[src/hdl/tsct_match.sv]
// Connection lookup: last used entry with a given server port, first free entry.
// Depends on nothing.
module tsct_match #(
    parameter int NUM_CONNECTIONS = 8,
    localparam int IW = (NUM_CONNECTIONS > 1) ? $clog2(NUM_CONNECTIONS) : 1
) (
    input  logic [NUM_CONNECTIONS-1:0] used,
    input  logic [15:0]                ports [NUM_CONNECTIONS],
    input  logic [15:0]                key_port,
    output logic                       match_found,
    output logic [IW-1:0]              match_idx,
    output logic                       free_found,
    output logic [IW-1:0]              free_idx
);
    always_comb
    begin
        match_found = 1'b0;
        match_idx   = '0;
        free_found  = 1'b0;
        free_idx    = '0;
        for (int i = 0; i < NUM_CONNECTIONS; i++)
        begin
            if (used[i] && ports[i] == key_port)
            begin
                match_found = 1'b1;
                match_idx   = IW'(i);
            end
        end
        for (int i = NUM_CONNECTIONS - 1; i >= 0; i--)
        begin
            if (!used[i])
            begin
                free_found = 1'b1;
                free_idx   = IW'(i);
            end
        end
    end
endmodule

[config.mk]
export PLATFORM = sky130hd
export DESIGN_NAME = tsct_match
export DESIGN_NICKNAME = d
export VERILOG_FILES = /design/src/hdl/tsct_match.sv
export SDC_FILE = /design/constraint.sdc
export NUM_CORES = 1
export LEC_CHECK = 0
export ABC_CLOCK_PERIOD_IN_PS = 4300
export BUFFER_PORTS_ARGS = -buffer_cell sky130_fd_sc_hd__buf_2
export CAP_MARGIN = 20
export CORE_UTILIZATION = 40
export DETAILED_ROUTE_END_ITERATION = 12
export PLACE_DENSITY = 0.86
export SYNTH_ARGS = -nofsm -noshare
export SYNTH_HDL_FRONTEND = slang
export SYNTH_SLANG_ARGS = --single-unit
[constraint.sdc]
create_clock -name vclk -period 4.3
set_input_delay 0.43 -clock vclk [all_inputs]
set_output_delay 0.43 -clock vclk [all_outputs]
set_load 0.02 [all_outputs]
# Yosys cells after proc, flatten, opt, wreduce, memory -nomap -nowiden
# Cells that the tools add are included.
dict set report totals {
  ff_bits 0
  latch_bits 0
  ram_bits 0
  rom_bits 0
  inputBits 152
  output_inout_bits 8
  elab_cells 47
  memories 0
}
dict set report op_classes {
  addsub 0
  mul 0
  div_mod_pow 0
  order_cmp 0
  n_eq_ne 8
  shift 0
  muxes 31
  n_bitwise 0
  n_reduce_logical 8
}
# cell n
set op_table {}
lappend op_table {{$eq A16 B16 Y1} 8}
lappend op_table {{$mux W3} 14}
lappend op_table {{$mux W1} 17}
lappend op_table {{$logic_and A1 B1 Y1} 8}

# Depth between registers and ports, before layout
# Gate-level depths: netlist of run 1.
dict set report depth {
  depth_word 10
  ltp_mapped 8
  depth_no_buf 7
}

# Worst setup path before layout of run 1
# OpenSTA, ideal clock, no wires.
dict set report synth_timing {
  path_type {input to output}
  from {input key_port[13]}
  to {output match_found}
  t_arrival_ns 1.855
  t_required_ns 3.870
  setup_slack_ns 2.015
  cell_stages 8
  n_path_buf 1
  path_cell_list {buf_6 xor2_1 nor4_1 nand4_1 nor4_2 or2_0 or2_4 or3_1}
}
dict set report synth_via {
  elab_chain_len 10
  word_cells_on_any_way 24
  cone_classes {eq/ne: 8; mux: 8; reduce/logical: 8}
}
# item line_no
set synth_rtl {}
lappend synth_rtl {{start, declared} 9} ;# input logic [15:0] key_port,
lappend synth_rtl {{$eq A16 B16 Y1} 23} ;# if (used[i] && ports[i] == key_port)
lappend synth_rtl {{$logic_and A1 B1 Y1} 23}
lappend synth_rtl {{$mux W1 (7 in a row)} 23}
lappend synth_rtl {{$mux W1 (*)} 23}
lappend synth_rtl {{end, declared} 10} ;# output logic match_found,
# Every way passes the cells marked *; elsewhere a longest branch is shown, timed or not.

# Final worst setup path of run 1
dict set report layout_timing {
  from {input key_port[4]}
  to {output match_found}
}
# Same word-level chain as after synthesis.

==> results.toml, run 1 <==
[outcome]
status = "completed"

[setup_path]
critPathKind = "primary input to primary output"
path_depth = 9
cpLargestDelayFamily = "simple AND/OR/NAND/NOR gates"
required_ps = 3870
crit_chain = "buf_2 -> xor2_1 -> nor4_1 -> nand4_1 -> nor3_1 -> nand2b_1 -> or2_4 -> or3_1 -> buf_2"
crit_buf_inv = 2
crit_path_frequent_cell = "buf_2"
cp.arrival_ps = 2190
cp-end-kind = "primary output"
slowest_delay_ps = 350
cp_slowest_cell = "nor4_1"
crit_path_start_kind = "primary input"
cp_max_fo = 8

[global_route]
antenna_found_initial = 0
grt_pass1_wl_mm = 8.95
grt_overflow_total = 0
grt_pass1_vias = 2044
grt_start_max_net_pins = 9
track_usage_pct = 26.5

[routing]
drc = 0
firstDrtPassIters = 4
dr.first_iter.drc_count = 83
drt-vias-per-instance = 5.08
via_count = 2091
drt_wl_total_mm = 6.34
route.antenna.remaining_nets = 0
wl_per_cell_um = 15.4

[synth]
synth_area_per_cell_um2 = 7.89
ys_warn_count = 0
synth_area_mm2 = 0.00172
yosysTopAreaCell = "xnor2_1"
yosys.area.top_type_share_pct = 43.3
yosysUniqueCellTypes = 25
syn_nets = 370
seq_area_frac_synth_pct = 0
synthTopCellsByArea = "xnor2_1, xor2_1, nand4_1, nor4_1, buf_6"
syn-instance-count = 218

[placed_design]
dp_hpwl_mm = 5.57
dp_slack_ps = 1670
gp_congestion = 0.820
placed_cell_area_mm2 = 0.00244
port_buffers = 160

[sta]
layout_min_cycle_time_ps = 2620
relSlewSlack_pct = 76.4
setup_viol = 0
holdWs_ps = 1200
setup-tns-final_ps = 0
hold_viol = 0
setup_slack_ps = 1680
min_period_over_period_pct = 61.0
worstMarginPinSlew_ps = 350
rsz0062_at_grt = "no"
clock.fmax_ghz = 0.381
finalMaxSlewViolations = 0

[power_and_ir_drop]
p_leak_nw = 1.11
p_per_area_mw_per_mm2 = 98.5
peakVddDrop_mv = 0.0607

[die]
rows = 23
start_util_pct = 42.4
num_io_pins = 160
coreArea_mm2 = 0.00406
die_w_um = 67.6
die_h_um = 67.6
fp.dieArea_mm2 = 0.00457

[hold_path]
hold_class = "primary input to primary output"
hold_depth = 3

[layout]
nets = 516
n_clock_buffer = 0
fillerInstances = 397
regArea_um2 = 0
area_delta_synth_final_pct = 41.7
nFlopsAndLatches = 0
design_area_mm2 = 0.00244
drive_gt1_share_pct = 45.6
multi_input_area_mm2 = 0.00157
antennaDiodeCount = 0

[clocking]
cts_setup_buffers = 0
ctsResizeCount = 0
postCtsHoldBufs = 0

[job]
cap_violations = 0
## through the flow
step	utilization (%)	power [W]	cells
after global routing	60.1	0.000260	412
after CTS	60.1	0.000241	412
after floorplan	-	0.000147	218
final	60.1	0.000240	412
after global placement	60.1	0.000234	412
after detailed placement	60.1	0.000240	412
## where the power goes
group	switching [W]	internal (W)
clock network	0	0
logic	0.000114	0.000126
registers	0	0
## worst min-delay path: stages
cell	delay, ps
buf_2	120
a31oi_1	80
buf_2	150
## cells by family (layout without fill, tap and decap cells)
family,after synthesis,count (layout),share of synthesized area (%)
buffers and inverters,18,162,8.95
AO/OA/AOI/OAI,9,9,3.20
XOR/XNOR,128,128,65.2
AND/OR/NAND/NOR,63,63,22.7
## cell usage in the layout (no fill, tap or decap)
cell type	n
nor4_2	2
xor2_1	43
nor2_1	1
a31oi_1	1
buf_2	160
nand3_1	7
a21boi_0	1
a21oi_1	1
nand4_2	1
o21ai_0	2
nand2b_1	2
nand4_1	19
or2_4	1
nor3_1	3
nand2_1	10
or3_1	2
a41oi_1	1
nor4_1	13
nand4_4	1
or2_0	1
o21ai_1	2
inv_1	2
a21o_1	1
xnor2_1	85
## area by class of cell
class / instances / area share [%]
multi-input cells: 200 / 64.3
repair buffers: 160 / 32.9
inverters: 2 / 0.308
well taps: 50 / 2.57
## layer usage
metal / global-route usage [%] / share of wire, % / vias up
li1: - / - / 1022
met1: 28.2 / 36 / 939
met2: 52.7 / 54 / 116
met3: 2.53 / 7.3 / 14
met4: 8.78 / 2.7 / 0
met5: 0 / 0 / -
## synth_stat cells, drive strengths merged, types with 2 or more instances
cell,count
nand2b,2
nand2,10
nand3,7
nor4,15
or2,2
inv,2
nor3,3
nand4,21
or3,2
xnor2,85
buf,16
xor2,43
o21ai,4
## worst paths after layout
kind,startpoint,to,slack [ps]
worst max-delay path,key_port[4],match_found,1680
worst min-delay path,used[3],free_idx[1],1200
Note: power is estimated with default switching activity, not from simulation.
==> inputs of run 2 (changes only) <==
--- a/config.mk
+++ b/config.mk
@@ -5,12 +5,13 @@
 export SDC_FILE = /design/constraint.sdc
 export NUM_CORES = 1
 export LEC_CHECK = 0
-export ABC_CLOCK_PERIOD_IN_PS = 4300
+export ABC_AREA = 1
+export ABC_CLOCK_PERIOD_IN_PS = 2650
 export BUFFER_PORTS_ARGS = -buffer_cell sky130_fd_sc_hd__buf_2
 export CAP_MARGIN = 20
 export CORE_UTILIZATION = 40
 export DETAILED_ROUTE_END_ITERATION = 12
-export PLACE_DENSITY = 0.86
+export PLACE_DENSITY = 0.82
 export SYNTH_ARGS = -nofsm -noshare
 export SYNTH_HDL_FRONTEND = slang
 export SYNTH_SLANG_ARGS = --single-unit
==> constraint.sdc (replaced) <==
create_clock -name vclk -period 2.65
set_input_delay 0.265 -clock vclk [all_inputs]
set_output_delay 0.265 -clock vclk [all_outputs]
set_load 0.02 [all_outputs]
==> results.toml, run 2 <==
[global_route]
grt_start_max_net_pins = 16
antenna_found_initial = 0
grt_pass1_vias = 2736
grt_overflow_total = 0
track_usage_pct = 29.4
grt_pass1_wl_mm = 12.1

[layout]
multi_input_area_mm2 = 0.00170
nFlopsAndLatches = 0
area_delta_synth_final_pct = 37.5
nets = 695
final_util_pct = 57.8
fillerInstances = 531
n_clock_buffer = 0
fin_cells = 608
mostFrequentLayoutCell = "buf_2"
antennaDiodeCount = 0
final_cell_mix = "buf_2, nand2_1, nor2_1"
regArea_um2 = 0
drive_gt1_share_pct = 34.6

[setup_path]
cp_slowest_cell = "inv_1"
crit_path_start_kind = "primary input"
slowest_delay_ps = 340
path_depth = 11
crit_start = "key_port[11]"
required_ps = 2380
cp-endpoint = "match_found"
cp_max_fo = 15
crit_path_frequent_cell = "nand2_1"
critPathKind = "primary input to primary output"
cp-end-kind = "primary output"
crit_buf_inv = 3
cpLargestDelayFamily = "buffers and inverters"
crit_chain = "buf_2 -> inv_1 -> o21ai_0 -> nor2_1 -> nand2_1 -> a211oi_1 -> nand3_1 -> nand2_1 -> nor2_1 -> nand2_1 -> buf_2"
cp.arrival_ps = 1780

[placed_design]
gp_congestion = 0.933
dp.cells = 608
dp_hpwl_mm = 6.89
port_buffers = 160

[die]
rows = 25
start_util_pct = 42.1
num_io_pins = 160
die_w_um = 72.7
die_h_um = 72.7
fp.dieArea_mm2 = 0.00529
coreArea_mm2 = 0.00475

[synth]
post-synth-top-count-cell = "nand2_1"
synth_area_mm2 = 0.00200
yosys.area_share.simple_pct = 47.7
synth_top_family_by_area = "simple AND/OR/NAND/NOR gates"
synth_common_cells = "nand2_1, nor2_1, inv_1, o21ai_0, xor2_1"
yosys.area.top_type_share_pct = 25.0
yosysTopAreaCell = "nand2_1"
synth_fa_ha_area_share_pct = 0
ys_warn_count = 0
seq_area_frac_synth_pct = 0
synth-compound-area-share_pct = 22.2
syn_nets = 547
synth_area_per_cell_um2 = 5.06
synthTopCellsByArea = "nand2_1, xor2_1, nor2_1, o21ai_0, inv_1"
syn-instance-count = 395
synth_xor_area_share_pct = 15.3
synth_mux_area_share_pct = 0
yosysUniqueCellTypes = 30

[routing]
route.antenna.remaining_nets = 0
via_count = 3075
wl_per_cell_um = 13.2
firstDrtPassIters = 5
dr.first_iter.drc_count = 137
drt-vias-per-instance = 5.06
drt_wl_total_mm = 8.00
drc = 0

[power_and_ir_drop]
p_leak_nw = 1.60
peakVddDrop_mv = 0.0759
p_seq_share_pct = 0
swShare_pct = 55.2
power_switching_w = 0.000223
pwr-share-clk_pct = 0
p_comb_share_pct = 100.0
fin_total_pwr_w = 0.000404
intPower_w = 0.000181
p_per_area_mw_per_mm2 = 147

[sta]
min_period_over_period_pct = 77.1
setup_viol = 0
finalMaxSlewViolations = 0
holdWs_ps = 862
clock.fmax_ghz = 0.490
hold_viol = 0
worstMarginPinSlew_ps = 461
relSlewSlack_pct = 69.3
setup-tns-final_ps = 0
layout_min_cycle_time_ps = 2040
rsz0062_at_grt = "no"

[job]
cap_violations = 0

[outcome]
status = "completed"

[clocking]
cts_setup_buffers = 0
ctsResizeCount = 0
postCtsHoldBufs = 0

[hold_path]
hold_depth = 3
hold_class = "primary input to primary output"
-- run 2: worst min-delay path by stage --
| stage | start | end | slack (ps) |
|---|---|---|---|
| 2_1_floorplan | used[1] | free_idx[1] | 650 |
| 3_3_place_gp | used[1] | free_idx[0] | 860 |
| 3_5_place_dp | used[1] | free_idx[0] | 870 |
| 4_1_cts | used[2] | free_idx[1] | 870 |
| 5_1_grt | used[1] | free_idx[0] | 880 |
| 6_report | used[2] | free_idx[1] | 860 |
-- run 2: routing by layer --
layer	GRT usage (%)	wire, um	vias up
li1	-	-	1563
met1	35.9	3360	1335
met2	56.3	3970	165
met3	1.80	548	12
met4	5.45	122	0
met5	0	0	-
-- run 2: cell type report --
class	count	share of cell area (%)
multi-input combinational	338	62.0
timing repair buffer	160	29.1
inverter	43	5.87
tap	67	3.05
-- run 2: stage by stage --
stage,instance area (um2),worst slack [ps]
after CTS,2750,628
after global routing,2750,323
after global placement,2750,686
after detailed placement,2750,635
after floorplan,2000,1060
final,2750,608
-- run 2: power by group through the flow --
| stage | Combinational, W | Sequential (W) | Clock [W] |
|---|---|---|---|
| final | 0.000404 | 0 | 0 |
| after global routing | 0.000448 | 0 | 0 |
| after CTS | 0.000401 | 0 | 0 |
| after detailed placement | 0.000400 | 0 | 0 |
| after global placement | 0.000393 | 0 | 0 |
| after floorplan | 0.000224 | 0 | 0 |
-- run 2: cells by family after synthesis --
family                    Yosys count
AOI/OAI and AO/OA                  72
buffers and inverters              57
and+or+nand+nor                   231
xor gates and xnor gates           35
